==> src/rtl/tmgl_pkg.sv <==
package tmgl_pkg;

  // Parse phases of the markup scanner
  localparam logic [2:0] PH_TEXT   = 3'd0;
  localparam logic [2:0] PH_DOLLAR = 3'd1;
  localparam logic [2:0] PH_COLOR  = 3'd2;
  localparam logic [2:0] PH_HIGH   = 3'd3;
  localparam logic [2:0] PH_BLINK  = 3'd4;
  localparam logic [2:0] PH_FONT   = 3'd5;
  localparam logic [2:0] PH_SKIP   = 3'd6;

  // Register offsets within one font's block of four
  localparam logic [1:0] REG_ADV_X  = 2'd0;
  localparam logic [1:0] REG_ADV_Y  = 2'd1;
  localparam logic [1:0] REG_TILE_W = 2'd2;
  localparam logic [1:0] REG_TILE_H = 2'd3;

  localparam int CFG_IDX_W = 4;

  // Byte codes
  localparam logic [7:0] CH_NUL    = 8'h00;
  localparam logic [7:0] CH_TAB    = 8'h09;
  localparam logic [7:0] CH_LF     = 8'h0a;
  localparam logic [7:0] CH_DOLLAR = 8'h24;
  localparam logic [7:0] CH_ZERO   = 8'h30;
  localparam logic [7:0] CH_A      = 8'h41;
  localparam logic [7:0] CH_B      = 8'h42;
  localparam logic [7:0] CH_C      = 8'h43;
  localparam logic [7:0] CH_E      = 8'h45;
  localparam logic [7:0] CH_F      = 8'h46;
  localparam logic [7:0] CH_H      = 8'h48;

  // Per-string reset value and accepted digit limits
  localparam logic [3:0] COLOR_INIT = 4'd7;
  localparam logic [7:0] MAX_COLOR  = 8'd9;
  localparam logic [7:0] MAX_HIGH   = 8'd2;
  localparam logic [7:0] MAX_BLINK  = 8'd2;

  localparam logic [1:0] BLINK_NONE = 2'd0;
  localparam logic [1:0] BLINK_SLOW = 2'd1;
  localparam logic [1:0] BLINK_FAST = 2'd2;

  typedef struct packed {
    logic [7:0] adv_x;
    logic [7:0] adv_y;
    logic [6:0] tile_w;
    logic [6:0] tile_h;
  } tmgl_font_t;

  typedef struct packed {
    logic [7:0]  char_code;
    logic [15:0] origin_x;
    logic [15:0] origin_y;
    logic [7:0]  layer;
    logic        measure_only;
    logic [15:0] time_tick;
  } tmgl_in_t;

  typedef struct packed {
    logic        kind;
    logic [15:0] pos_x;
    logic [15:0] pos_y;
    logic [9:0]  tex_u;
    logic [9:0]  tex_v;
    logic [5:0]  size_w;
    logic [5:0]  size_h;
    logic [3:0]  color_index;
    logic [1:0]  highlight;
    logic        font_select;
    logic [7:0]  draw_layer;
  } tmgl_out_t;

endpackage

==> src/rtl/tmgl_cfg.sv <==
module tmgl_cfg (
  input  logic                                  clk,
  input  logic                                  rst_n,
  input  logic                                  wr_en,
  input  logic [tmgl_pkg::CFG_IDX_W-1:0]        wr_index,
  input  logic [7:0]                            wr_data,
  output tmgl_pkg::tmgl_font_t [1:0]            fonts
);
  import tmgl_pkg::*;

  tmgl_font_t [1:0] fonts_r;
  logic             sel;

  assign sel   = wr_index[2];
  assign fonts = fonts_r;

  always_ff @(posedge clk) begin
    if (!rst_n) begin
      for (int i = 0; i < 2; i++) begin
        fonts_r[i].adv_x  <= 8'd6;
        fonts_r[i].adv_y  <= 8'd12;
        fonts_r[i].tile_w <= 7'd8;
        fonts_r[i].tile_h <= 7'd16;
      end
    end else if (wr_en && !wr_index[CFG_IDX_W-1]) begin
      unique case (wr_index[1:0])
        REG_ADV_X:  fonts_r[sel].adv_x  <= wr_data;
        REG_ADV_Y:  fonts_r[sel].adv_y  <= wr_data;
        REG_TILE_W: fonts_r[sel].tile_w <= wr_data[6:0];
        REG_TILE_H: fonts_r[sel].tile_h <= wr_data[6:0];
        default: ;
      endcase
    end
  end

endmodule

==> src/rtl/tmgl_core.sv <==
module tmgl_core #(
  parameter int TAB_COLUMNS = 4,
  parameter int FONT_COUNT  = 2
) (
  input  logic                       clk,
  input  logic                       rst_n,
  input  logic                       fire,
  input  tmgl_pkg::tmgl_in_t         item,
  input  tmgl_pkg::tmgl_font_t [1:0] fonts,
  output logic                       res_valid,
  output tmgl_pkg::tmgl_out_t        res
);
  import tmgl_pkg::*;

  localparam int MW = (TAB_COLUMNS > 1) ? $clog2(TAB_COLUMNS) : 1;
  localparam logic [16:0] TAB_STEP = 17'(TAB_COLUMNS);
  localparam logic [MW-1:0] MOD_LAST = MW'(TAB_COLUMNS - 1);
  // tab phase of a column that wrapped past 16 bits on a tab
  localparam logic [MW-1:0] WRAP_MOD =
    MW'((TAB_COLUMNS - (65536 % TAB_COLUMNS)) % TAB_COLUMNS);
  localparam logic [7:0] FONT_LIMIT = 8'((FONT_COUNT < 2) ? FONT_COUNT : 2);

  logic [2:0]    phase_r, phase_nxt;
  logic [15:0]   cx_r, cx_nxt;
  logic [15:0]   cy_r, cy_nxt;
  logic [15:0]   col_r, col_nxt;
  logic [MW-1:0] mod_r, mod_nxt;
  logic [15:0]   wide_r, wide_nxt;
  logic [3:0]    color_r, color_nxt;
  logic [1:0]    high_r, high_nxt;
  logic [1:0]    blink_r, blink_nxt;
  logic          font_r, font_nxt;

  logic [7:0]  c;
  logic [7:0]  d;
  logic        is_text;
  logic        show;
  tmgl_font_t  fa;
  logic [15:0] wide_take;
  logic [16:0] tab_sum;
  logic [23:0] tab_prod;
  logic [10:0] u_prod;
  logic [10:0] v_prod;

  assign c  = item.char_code;
  assign d  = c - CH_ZERO;
  assign fa = fonts[font_r];

  assign wide_take = ($signed(cx_r) > $signed(wide_r)) ? cx_r : wide_r;
  assign tab_sum   = {1'b0, col_r} + (TAB_STEP - 17'(mod_r));
  assign tab_prod  = tab_sum[15:0] * fa.adv_x;
  assign u_prod    = {7'b0, c[3:0]} * {4'b0, fa.tile_w};
  assign v_prod    = {7'b0, c[7:4]} * {4'b0, fa.tile_h};

  always_comb begin
    unique case (blink_r)
      BLINK_SLOW: show = item.time_tick[3];
      BLINK_FAST: show = item.time_tick[5];
      default:    show = 1'b1;
    endcase
  end

  always_comb begin
    phase_nxt = phase_r;
    cx_nxt    = cx_r;
    cy_nxt    = cy_r;
    col_nxt   = col_r;
    mod_nxt   = mod_r;
    wide_nxt  = wide_r;
    color_nxt = color_r;
    high_nxt  = high_r;
    blink_nxt = blink_r;
    font_nxt  = font_r;
    is_text   = 1'b0;
    res_valid = 1'b0;
    res       = '0;

    if (c == CH_NUL) begin
      // end of string: report widest line, restore per-string state
      res_valid = 1'b1;
      res.kind  = 1'b1;
      res.pos_x = wide_take;
      phase_nxt = PH_TEXT;
      cx_nxt    = '0;
      cy_nxt    = '0;
      col_nxt   = '0;
      mod_nxt   = '0;
      wide_nxt  = '0;
      color_nxt = COLOR_INIT;
      high_nxt  = '0;
      blink_nxt = BLINK_NONE;
      font_nxt  = 1'b0;
    end else begin
      phase_nxt = PH_TEXT;
      unique case (phase_r)
        PH_DOLLAR: begin
          case (c)
            CH_C:    phase_nxt = PH_COLOR;
            CH_H:    phase_nxt = PH_HIGH;
            CH_B:    phase_nxt = PH_BLINK;
            CH_F:    phase_nxt = PH_FONT;
            CH_A:    phase_nxt = PH_SKIP;
            CH_E:    phase_nxt = PH_TEXT;
            default: is_text = 1'b1;
          endcase
        end
        PH_COLOR: if (d <= MAX_COLOR) color_nxt = d[3:0];
        PH_HIGH:  if (d <= MAX_HIGH)  high_nxt  = d[1:0];
        PH_BLINK: if (d <= MAX_BLINK) blink_nxt = d[1:0];
        PH_FONT:  if (d < FONT_LIMIT) font_nxt  = d[0];
        PH_SKIP:  if (c != CH_DOLLAR) phase_nxt = PH_SKIP;
        default:  is_text = 1'b1;
      endcase

      if (is_text) begin
        if (c == CH_LF) begin
          wide_nxt = wide_take;
          cx_nxt   = '0;
          col_nxt  = '0;
          mod_nxt  = '0;
          cy_nxt   = cy_r + {8'b0, fa.adv_y};
        end else if (c == CH_TAB) begin
          col_nxt = tab_sum[15:0];
          mod_nxt = tab_sum[16] ? WRAP_MOD : '0;
          cx_nxt  = tab_prod[15:0];
        end else if (c == CH_DOLLAR) begin
          phase_nxt = PH_DOLLAR;
        end else begin
          if (show && !item.measure_only) begin
            res_valid       = 1'b1;
            res.pos_x       = item.origin_x + cx_r;
            res.pos_y       = item.origin_y + cy_r;
            res.tex_u       = u_prod[9:0];
            res.tex_v       = v_prod[9:0];
            res.size_w      = 6'(fa.tile_w - 7'd1);
            res.size_h      = 6'(fa.tile_h - 7'd1);
            res.color_index = color_r;
            res.highlight   = high_r;
            res.font_select = font_r;
            res.draw_layer  = item.layer;
          end
          cx_nxt  = cx_r + {8'b0, fa.adv_x};
          col_nxt = col_r + 16'd1;
          if (col_r == 16'hffff || mod_r == MOD_LAST) mod_nxt = '0;
          else mod_nxt = mod_r + MW'(1);
        end
      end
    end
  end

  always_ff @(posedge clk) begin
    if (!rst_n) begin
      phase_r <= PH_TEXT;
      cx_r    <= '0;
      cy_r    <= '0;
      col_r   <= '0;
      mod_r   <= '0;
      wide_r  <= '0;
      color_r <= COLOR_INIT;
      high_r  <= '0;
      blink_r <= BLINK_NONE;
      font_r  <= 1'b0;
    end else if (fire) begin
      phase_r <= phase_nxt;
      cx_r    <= cx_nxt;
      cy_r    <= cy_nxt;
      col_r   <= col_nxt;
      mod_r   <= mod_nxt;
      wide_r  <= wide_nxt;
      color_r <= color_nxt;
      high_r  <= high_nxt;
      blink_r <= blink_nxt;
      font_r  <= font_nxt;
    end
  end

endmodule

==> src/rtl/text_markup_glyph_layout_top.sv <==
// A request is captured in the input register, then passes through the layout
// logic into the result register. Throughput: one byte per cycle unless
// out_stall holds a pending result; the pen and parse state update in one pass
// through the layout logic, so each byte sees the state the previous one left.
// Reset (rst_n low, synchronous) restores the font registers to their defaults
// and the per-string state to the start of a new string; the input and
// output registers come up empty.
module text_markup_glyph_layout_top #(
  parameter int TAB_COLUMNS = 4,
  parameter int FONT_COUNT  = 2
) (
  input  logic                            clk,
  input  logic                            rst_n,
  // byte requests
  input  logic                            in_valid,
  output logic                            in_stall,
  input  logic [7:0]                      in_char_code,
  input  logic signed [15:0]              in_origin_x,
  input  logic signed [15:0]              in_origin_y,
  input  logic [7:0]                      in_layer,
  input  logic                            in_measure_only,
  input  logic [15:0]                     in_time_tick,
  // glyph and width results
  output logic                            out_valid,
  input  logic                            out_stall,
  output logic                            out_kind,
  output logic signed [15:0]              out_pos_x,
  output logic signed [15:0]              out_pos_y,
  output logic [9:0]                      out_tex_u,
  output logic [9:0]                      out_tex_v,
  output logic [5:0]                      out_size_w,
  output logic [5:0]                      out_size_h,
  output logic [3:0]                      out_color_index,
  output logic [1:0]                      out_highlight,
  output logic                            out_font_select,
  output logic [7:0]                      out_draw_layer,
  // font register writes
  input  logic                            cfg_valid,
  output logic                            cfg_ready,
  input  logic [tmgl_pkg::CFG_IDX_W-1:0]  cfg_index,
  input  logic [7:0]                      cfg_data
);
  import tmgl_pkg::*;

  tmgl_font_t [1:0] fonts;
  tmgl_in_t         in_r;
  logic             in_vld_r;
  tmgl_out_t        out_r;
  logic             out_vld_r;
  logic             fire;
  logic             res_valid;
  tmgl_out_t        res;

  // Register writes take effect in the cycle after they are offered; never hold off a write.
  assign cfg_ready = 1'b1;

  tmgl_cfg u_cfg (
    .clk      (clk),
    .rst_n    (rst_n),
    .wr_en    (cfg_valid & cfg_ready),
    .wr_index (cfg_index),
    .wr_data  (cfg_data),
    .fonts    (fonts)
  );

  // Advance the held byte whenever the result register is free or draining.
  // Bytes that give no result wait too, which keeps the order simple.
  assign fire     = in_vld_r && (!out_vld_r || !out_stall);
  assign in_stall = in_vld_r && !fire;

  always_ff @(posedge clk) begin
    if (!rst_n) begin
      in_vld_r <= 1'b0;
    end else if (in_valid && !in_stall) begin
      in_vld_r <= 1'b1;
    end else if (fire) begin
      in_vld_r <= 1'b0;
    end
  end

  // Capture the request payload; no reset needed on data.
  always_ff @(posedge clk) begin
    if (in_valid && !in_stall) begin
      in_r.char_code    <= in_char_code;
      in_r.origin_x     <= in_origin_x;
      in_r.origin_y     <= in_origin_y;
      in_r.layer        <= in_layer;
      in_r.measure_only <= in_measure_only;
      in_r.time_tick    <= in_time_tick;
    end
  end

  tmgl_core #(
    .TAB_COLUMNS (TAB_COLUMNS),
    .FONT_COUNT  (FONT_COUNT)
  ) u_core (
    .clk       (clk),
    .rst_n     (rst_n),
    .fire      (fire),
    .item      (in_r),
    .fonts     (fonts),
    .res_valid (res_valid),
    .res       (res)
  );

  // Result register: load on every advance, drop when taken with nothing new.
  always_ff @(posedge clk) begin
    if (!rst_n) begin
      out_vld_r <= 1'b0;
    end else if (fire) begin
      out_vld_r <= res_valid;
    end else if (!out_stall) begin
      out_vld_r <= 1'b0;
    end
  end

  always_ff @(posedge clk) begin
    if (fire && res_valid) begin
      out_r <= res;
    end
  end

  assign out_valid       = out_vld_r;
  assign out_kind        = out_r.kind;
  assign out_pos_x       = out_r.pos_x;
  assign out_pos_y       = out_r.pos_y;
  assign out_tex_u       = out_r.tex_u;
  assign out_tex_v       = out_r.tex_v;
  assign out_size_w      = out_r.size_w;
  assign out_size_h      = out_r.size_h;
  assign out_color_index = out_r.color_index;
  assign out_highlight   = out_r.highlight;
  assign out_font_select = out_r.font_select;
  assign out_draw_layer  = out_r.draw_layer;

endmodule

==> config.mk <==
export PLATFORM = sky130hd
export DESIGN_NAME = text_markup_glyph_layout_top
export DESIGN_NICKNAME = d
export VERILOG_FILES = /design/src/rtl/tmgl_pkg.sv /design/src/rtl/tmgl_cfg.sv /design/src/rtl/tmgl_core.sv /design/src/rtl/text_markup_glyph_layout_top.sv
export SDC_FILE = /design/constraint.sdc
export NUM_CORES = 1
export LEC_CHECK = 0
export BUFFER_PORTS_ARGS = -buffer_cell sky130_fd_sc_hd__buf_2
export CAP_MARGIN = 30
export CORE_ASPECT_RATIO = 1.1
export CORE_MARGIN = 3
export CORE_UTILIZATION = 49
export DETAILED_ROUTE_END_ITERATION = 10
export PLACE_DENSITY = 0.7
export RECOVER_POWER = 50
export SLEW_MARGIN = 40
export SYNTH_ARGS = -nofsm -noshare
export SYNTH_HDL_FRONTEND = slang
export SYNTH_SLANG_ARGS = --single-unit
export TNS_END_PERCENT = 20
==> constraint.sdc <==
create_clock -name clk -period 7 [get_ports clk]
set_input_delay 1.4 -clock clk [delete_from_list [all_inputs] [get_ports clk]]
set_output_delay 1.4 -clock clk [all_outputs]
set_load 0.01 [all_outputs]
# Word level (Yosys, flattened, before mapping)
# Cells that the tools add are included.
[totals] ff_bits=275 latch_bits=0 ramBits=0 romBits=0 in_bits=82 out_inout_bits=83 word_cells=199 mem_count=0
[op_classes] addsub=11 multipliers=3 div_mod_pow=0 n_lt_le_gt_ge=7 n_eq_ne=25 shifts=0 mux=78 bitwise_logic=2 n_reduce_logical=36
[op_table] cell="$mux W79" count=5
[op_table] cell="$mux W16" count=18
[op_table] cell="$bwmux W60" count=4
[op_table] cell="$pmux W60 S4" count=1
[op_table] cell="$demux W30 S1" count=4
[op_table] cell="$mux W30" count=3
[op_table] cell="$add A16 B16 Y16" count=3
[op_table] cell="$eq A8 B7 Y1 const B" count=6
[op_table] cell="$add A16 B8 Y16" count=2
[op_table] cell="$mux W2" count=11
[op_table] cell="$mux W22" count=1
[op_table] cell="$mul A4 B7 Y10" count=2
[op_table] cell="$reduce_bool A2 Y1" count=10
[op_table] cell="$mux W3" count=6
[op_table] cell="$reduce_and A3 Y1" count=6
[op_table] cell="$add A16 B1 Y16 const B" count=1
[op_table] cell="$eq A16 B16 Y1 const B" count=1
[op_table] cell="$eq A8 B4 Y1 const B" count=2
[op_table] cell="$gt A16 B16 Y1" count=1
[op_table] cell="$mul A16 B8 Y16" count=1
[op_table] cell="$mux W1" count=16
[op_table] cell="$pmux W3 S5" count=1
[op_table] cell="$mux W14" count=1
[op_table] cell="$mux W4" count=3
[op_table] cell="29 further kinds" count=53

# Longest topological paths before layout
# Gate-level depths: netlist of run 1.
[logic_depth] word_depth=10 ltp_mapped=25

# Cells and area by module
# A second synthesis of run 1 with hierarchy kept.
[hier_totals] hier_cells=1899 area_unflattened_um2=18441.4
[modules_own_cells] mod="tmgl_core" n_inst=1 cells_each=1524 area_each_um2=11696.2 seq_area_each_um2=1561.5
[modules_own_cells] mod="text_markup_glyph_layout_top" n_inst=1 cells_each=157 area_each_um2=4456.8 seq_area_each_um2=4394.2
[modules_own_cells] mod="tmgl_cfg" n_inst=1 cells_each=218 area_each_um2=2288.4 seq_area_each_um2=1201.2

# Worst setup path after synthesis of run 1
# Ideal clock, no wire load.
[synth_timing] kind="reg-to-reg" startpoint="register u_core.mod_r[0]" endpoint="register u_core.cx_r[13]" setup_time_ns=0.116 arrival_ns=5.982 slack_ns=0.902 path_stages_with_launch=26 path_buffers=0 synth_period_minus_slack_ns=6.098 path_cell_list="dfxtp_1 > inv_1 > ha_1 > ha_1 > a21oi_1 > and2_1 > nor2_1 > xnor2_1 > or2_2 > fa_1 > fa_1 > inv_1 > fa_1 > inv_1 > fa_1 > inv_1 > ha_1 > o21ai_0 > o21bai_1 > a31o_2 > a41oi_1 > nand2b_1 > xor2_1 > o211ai_1 > o21ai_0 > a31o_2"
[synth_between] elab_chain_len=7
[synth_rtl] item="from (decl)" line="tmgl_core.sv:27" text="logic [MW-1:0] mod_r, mod_nxt;"
[synth_rtl] item="from (signal assigned)" line="tmgl_core.sv:168" text="mod_r <= mod_nxt;"
[synth_rtl] item="$sub A3 B2 Y4" line="tmgl_core.sv:50" text="assign tab_sum = {1'b0, col_r} + (TAB_STEP - 17'(mod_r));"
[synth_rtl] item="$add A16 B16 Y16" line="tmgl_core.sv:50"
[synth_rtl] item="$mul A16 B8 Y16" line="tmgl_core.sv:51" text="assign tab_prod = tab_sum[15:0] * fa.adv_x;"
[synth_rtl] item="$mux W16" line="tmgl_core.sv:122" text="end else if (c == CH_TAB) begin"
[synth_rtl] item="$mux W16" line="tmgl_core.sv:116" text="if (c == CH_LF) begin"
[synth_rtl] item="$mux W16" line="tmgl_core.sv:115" text="if (is_text) begin"
[synth_rtl] item="$mux W16" line="tmgl_core.sv:78" text="if (c == CH_NUL) begin"
[synth_rtl] item="to (signal assigned)" line="tmgl_core.sv:165" text="cx_r <= cx_nxt;"
[synth_rtl] item="to (decl)" line="tmgl_core.sv:24" text="logic [15:0] cx_r, cx_nxt;"
# No other way between the ends. The select of a mux whose other input is x is not followed.
# A chain may end at the register's enable or synchronous reset.

# Final worst setup path of run 1
# Same ends and word-level chain as after synthesis.

==> impl_metrics.ini, run 1 <==
[global_routing]
grt_pass1_vias = 13800
gr-usage-all-layers_pct = 21.0
grt_max_degree = 92
grt_pass1_wl_um = 69300
grt-ovfl-total = 0
antenna_found_initial = 2

[die]
die_y_um = 209
row_count = 73
start_util_pct = 50.3
die-area_um2 = 40000
core_area_um2 = 36600
fp.dieW_um = 191
ios = 165

[drt]
ant_nets = 0
wl_per_cell_um = 16.6
num_vias = 14000
routed_wl_um = 42500
avgViaCountPerCell = 5.47
first_pass_iters = 5
route.detailed.drc = 0
dr.first_iter.drc_count = 665

[sta]
min_period_ns = 6.52
max_freq_mhz = 153
worst_slack_ns = 0.477
finalSetupViolations = 0
rsz0062_at_grt = no
fin_skew_ns = 0.0232
timing.final.crit_share_pct = 93.2
hold_viol = 0
worstMarginPinSlew_ns = 3.59
slew_headroom_pct = -140
whs_ns = 0.468
tns_ns = 0
slew_viol_final = 192

[worst_hold_path]
hp-start = u_core.color_r[0]$_SDFFE_PN1P_
whs_endpoint = u_core.color_r[0]$_SDFFE_PN1P_
hp-class = flop to flop
holdPathStages = 2

[yosys]
async_reset_ff_share_pct = 0
synth_area_leaders = edfxtp_1 (21%), dfxtp_1 (15%), fa_1 (9.2%), ha_1 (8.3%), mux2i_1 (4.5%)
synth_edf_count = 131
yosysUniqueCellTypes = 78
synth_top_area_share_pct = 21.3
ys_ff_latch = 271
ys.flop_type = dfxtp_1
synth_warnings = 0
synth_area_per_cell_um2 = 9.56
syn_area_um2 = 18400
synth_top_cell_by_area = edfxtp_1
ys_seq_area_share_pct = 36.5
syn_nets = 2217
synth_cells = 1928

[cells_and_area]
drive_gt1_share_pct = 9.13
final_common_cell = inv_1
post_layout_nonfiller_instances = 2560
syn_to_final_growth_pct = 11.4
nNetsFinal = 2337
final_cell_mix = inv_1 (173), nor2_1 (163), nand2_1 (157)

[worst_setup_path]
reg2reg_slack_ns = 0.48
r2r_end = u_core.cx_r[13]$_SDFFE_PN0P_
end_kind = flop
r2r_cells = 25
crit_arrival_ns = 6.97
criticalPathCategory = flop to flop
path_max_fanout = 5
crit_required_ns = 7.45
cp-start-kind = flop
r2r_start = u_core.mod_r[0]$_SDFFE_PN0P_

[placement]
gp_congestion = 0.889
placedCellCount = 2504
place_hpwl_um = 31400
dp_slack_ns = 0.487
io_buffers = 149

[clock_tree]
cts_sinks = 271
cts_resized = 0
clk_pin_slew_worst_paths_ns = 0.06
cts_buffers = 29
cts_tree = done
h-tree-depth = 1
post-cts-setup-buffer-count = 0
cts_hold_buf = 0
clk_latency_ns = 0.57
clk_path_buf_depth = 3
cts-root-buf = clkbuf_16

[pwr]
ir_drop_uv = 169
p_total_mw = 3.61
swShare_pct = 24.8
p_per_area_nw_per_um2 = 176
intPower_mw = 2.71
clkPwrFrac_pct = 41.8
p_switching_uw = 894
seq_power_share_pct = 48.2
power_frac_comb_pct = 10.0
p_leak_nw = 8.42

[run]
drv_cap = 4

[outcome]
violations = capacitance limit, slew limit
status = finished with violations
[synthesized netlist by cell type, drive strengths merged (14+ instances only)]
| master | instances |
|---|---|
| nand2 | 158 |
| ha | 122 |
| o21ai | 56 |
| a21o | 18 |
| o22ai | 21 |
| xnor2 | 67 |
| clkbuf | 73 |
| mux2 | 21 |
| nand4 | 23 |
| nor2b | 90 |
| nand3 | 39 |
| and2 | 55 |
| nand2b | 21 |
| xor2 | 31 |
| buf | 23 |
| dfxtp | 140 |
| edfxtp | 131 |
| a21oi | 87 |
| nor3 | 33 |
| mux2i | 84 |
| and3 | 14 |
| nor2 | 165 |
| inv | 175 |
| fa | 85 |
[layout make-up]
type | instances | area, um^2
Antenna cell | 2 | 5.00
Clock buffer | 43 | 871
Clock inverter | 11 | 70.1
Fill cell | 3314 | 16100
Inverter | 176 | 661
Multi-Input combinational cell | 1385 | 10700
Sequential cell | 271 | 6740
Tap cell | 487 | 609
Timing Repair Buffer | 185 | 896
[power groups by stage]
| stage | clock network [mW] | registers, mW | logic (mW) |
|---|---|---|---|
| 2_1_floorplan | 0 | 1.76 | 0.254 |
| 3_3_place_gp | 0 | 1.77 | 0.353 |
| 3_5_place_dp | 0 | 1.77 | 0.362 |
| 4_1_cts | 1.56 | 1.74 | 0.364 |
| 5_1_grt | 1.61 | 1.74 | 0.406 |
| 6_report | 1.51 | 1.74 | 0.359 |
[worst max path at each step]
stage	from	to	cells past startpoint
finish	u_core.mod_r[0]$_SDFFE_PN0P_	u_core.cx_r[13]$_SDFFE_PN0P_	25
global route	u_core.mod_r[0]$_SDFFE_PN0P_	u_core.cx_r[13]$_SDFFE_PN0P_	25
CTS	u_core.mod_r[0]$_SDFFE_PN0P_	u_core.cx_r[13]$_SDFFE_PN0P_	25
detailed placement	u_core.mod_r[0]$_SDFFE_PN0P_	u_core.cx_r[13]$_SDFFE_PN0P_	25
global placement	u_core.mod_r[0]$_SDFFE_PN0P_	u_core.cx_r[13]$_SDFFE_PN0P_	25
floorplan	u_core.mod_r[0]$_SDFFE_PN0P_	u_core.cx_r[13]$_SDFFE_PN0P_	25
[critical path, cell delays in order (launching register included)]
cell and delay [ns]:
dfxtp_1 0.38, inv_1 0.08, ha_1 0.20, ha_1 0.34
a21oi_1 0.42, and2_1 0.30, nor2_1 0.08, xnor2_1 0.20
or2_2 0.32, fa_1 0.45, fa_1 0.50, inv_1 0.06
fa_1 0.53, inv_1 0.05, fa_1 0.53, inv_1 0.04
ha_1 0.29, o21ai_0 0.10, o21bai_1 0.12, a31o_2 0.28
a41oi_1 0.26, nand2b_1 0.10, xor2_1 0.15, o211ai_1 0.25
o21ai_0 0.13, a31o_2 0.26
[cells by family after synthesis]
family                   Yosys count  share of synthesized area [%]
AO/OA/AOI/OAI                    319                           11.6
XOR/XNOR                         100                           4.94
adder cells (fa/ha/maj)          207                           17.5
buffers and inverters            272                           5.70
flip-flops                       271                           36.5
multiplexers                     105                           5.86
other                              1                         0.0203
AND/OR/NAND/NOR                  653                           17.8
[per-stage QoR]
| stage | cell area, um^2 | utilization, % |
|---|---|---|
| final | 20500 | 56.1 |
| after global routing | 20500 | 56.1 |
| after CTS | 20700 | 56.4 |
| after detailed placement | 19700 | 53.8 |
| after floorplan | 18400 | - |
| after global placement | 19700 | 53.8 |
[per-layer routing]
layer	global-route usage [%]	part of all wire, %
met1	26.5	43
met2	37.1	50
met3	2.77	4.6
met4	6.86	2.7
met5	0	0
No activity file was read; power rests on OpenSTA's default activity.
==> inputs of run 2 (changes only) <==
--- a/config.mk
+++ b/config.mk
@@ -9,9 +9,9 @@
 export CAP_MARGIN = 30
 export CORE_ASPECT_RATIO = 1.1
 export CORE_MARGIN = 3
-export CORE_UTILIZATION = 49
+export CORE_UTILIZATION = 60
 export DETAILED_ROUTE_END_ITERATION = 10
-export PLACE_DENSITY = 0.7
+export PLACE_DENSITY = 0.82
 export RECOVER_POWER = 50
 export SLEW_MARGIN = 40
 export SYNTH_ARGS = -nofsm -noshare
==> impl_metrics.ini, run 2 (synthesis results as in run 1) <==
[clock_tree]
cts_tree = done
clk_latency_ns = 0.55
cts_resized = 0
clk_path_buf_depth = 3
cts_hold_buf = 0
cts_sinks = 271
post-cts-setup-buffer-count = 0
clk_pin_slew_worst_paths_ns = 0.06
cts-root-buf = clkbuf_16
cts_buffers = 29
h-tree-depth = 1

[drt]
routed_wl_um = 42300
ant_nets = 0
wirelength_met1_um = 17800
wl_met3_um = 2200
avgViaCountPerCell = 5.79
num_vias = 14300
wl_per_cell_um = 17.1
dr_wl_met2_um = 21200
route.detailed.drc = 0
first_pass_iters = 5
dr.first_iter.drc_count = 949
top_layer_used = met4

[global_routing]
antenna_found_initial = 1
gr-usage-all-layers_pct = 25.3
grt_pass1_vias = 14300
grt-ovfl-total = 0
grt_pass1_wl_um = 69900
grt_max_degree = 70

[die]
die-area_um2 = 32900
fp.dieW_um = 173
core_area_um2 = 29900
start_util_pct = 61.7
ios = 165
die_y_um = 190
row_count = 66

[cells_and_area]
final_common_cell = inv_1
drive_gt1_share_pct = 9.47
syn_to_final_growth_pct = 11.0
final_cell_mix = inv_1 (174), nor2_1 (163), nand2_1 (157)
post_layout_nonfiller_instances = 2479
final_core_util_pct = 68.4
nNetsFinal = 2336

[pwr]
clkPwrFrac_pct = 42.2
intPower_mw = 2.75
p_leak_nw = 8.44
swShare_pct = 24.2
ir_drop_uv = 231
p_total_mw = 3.63
p_per_area_nw_per_um2 = 178
p_switching_uw = 878
seq_power_share_pct = 47.8
power_frac_comb_pct = 10.0

[sta]
finalSetupViolations = 0
max_freq_mhz = 153
whs_ns = 0.464
hold_viol = 0
slew_viol_final = 225
min_period_ns = 6.55
rsz0062_at_grt = no
slew_headroom_pct = -72.9
worstMarginPinSlew_ns = 2.59
fin_skew_ns = 0.00844
tns_ns = 0
timing.final.crit_share_pct = 93.6

[worst_setup_path]
crit_arrival_ns = 6.98
end_kind = flop
crit_required_ns = 7.43
path_max_fanout = 8
criticalPathCategory = flop to flop
cp-start-kind = flop

[placement]
io_buffers = 149
placedCellCount = 2424
gp_congestion = 0.889
place_hpwl_um = 30700

[run]
drv_cap = 5

[outcome]
violations = capacitance limit, slew limit
status = finished with violations

[worst_hold_path]
hp-class = flop to flop
==> run 2: stage by stage <==
step                worst slack, ns  instance area, um^2
floorplan                     0.902                18400
global placement              0.541                19600
detailed placement            0.431                19600
CTS                           0.356                20600
global route                 0.0383                20500
finish                        0.450                20500
==> run 2: area by class of cell <==
type	instances	area [um^2]
flip-flops and latches	271	6740
multi-input cells	1385	10700
repair buffers	184	901
clock inverters	10	109
fillers	2334	9440
well taps	408	510
inverters	176	661
clock buffers	44	845
diodes	1	2.50
==> run 2: path summary, 6_finish.rpt <==
path	start	end	slack, ns	cells after the start
max reg2reg	u_core.mod_r[0]$_SDFFE_PN0P_	u_core.cx_r[13]$_SDFFE_PN0P_	0.45	26
min reg2reg	u_core.color_r[1]$_SDFFE_PN1P_	u_core.color_r[1]$_SDFFE_PN1P_	0.46	2
min	u_core.color_r[1]$_SDFFE_PN1P_	u_core.color_r[1]$_SDFFE_PN1P_	0.46	2
max	u_core.mod_r[0]$_SDFFE_PN0P_	u_core.cx_r[13]$_SDFFE_PN0P_	0.45	26
==> run 2: routing by layer <==
metal  global-route usage [%]  vias to the layer above
li1                         -                     6875
met1                     32.2                     6903
met2                     45.7                      470
met3                     2.75                      101
met4                     7.86                        0
met5                        0                        -
==> run 2: power groups by stage <==
stage / Clock [mW] / Combinational [mW] / Sequential [mW]
final: 1.53 / 0.362 / 1.74
after global routing: 1.63 / 0.406 / 1.74
after CTS: 1.56 / 0.364 / 1.74
after detailed placement: 0 / 0.360 / 1.77
after global placement: 0 / 0.345 / 1.77
after floorplan: 0 / 0.254 / 1.76
==> run 2: critical path, cell delays in order, from the launching register on <==
cell and delay [ns]:
dfxtp_1 0.38, inv_1 0.07, ha_1 0.32, inv_1 0.07, fa_1 0.44, nor2b_1 0.19, o21ai_0 0.11, xor2_1 0.18
buf_4 0.19, or2_2 0.30, fa_1 0.47, fa_1 0.50, inv_1 0.06, fa_1 0.53, inv_1 0.05, fa_1 0.53
inv_1 0.04, ha_1 0.33, o21ai_0 0.13, o21bai_1 0.12, a31o_2 0.28, a41oi_2 0.24, nand2b_1 0.09, xor2_1 0.14
o211ai_1 0.24, o21ai_0 0.13, a31o_2 0.26
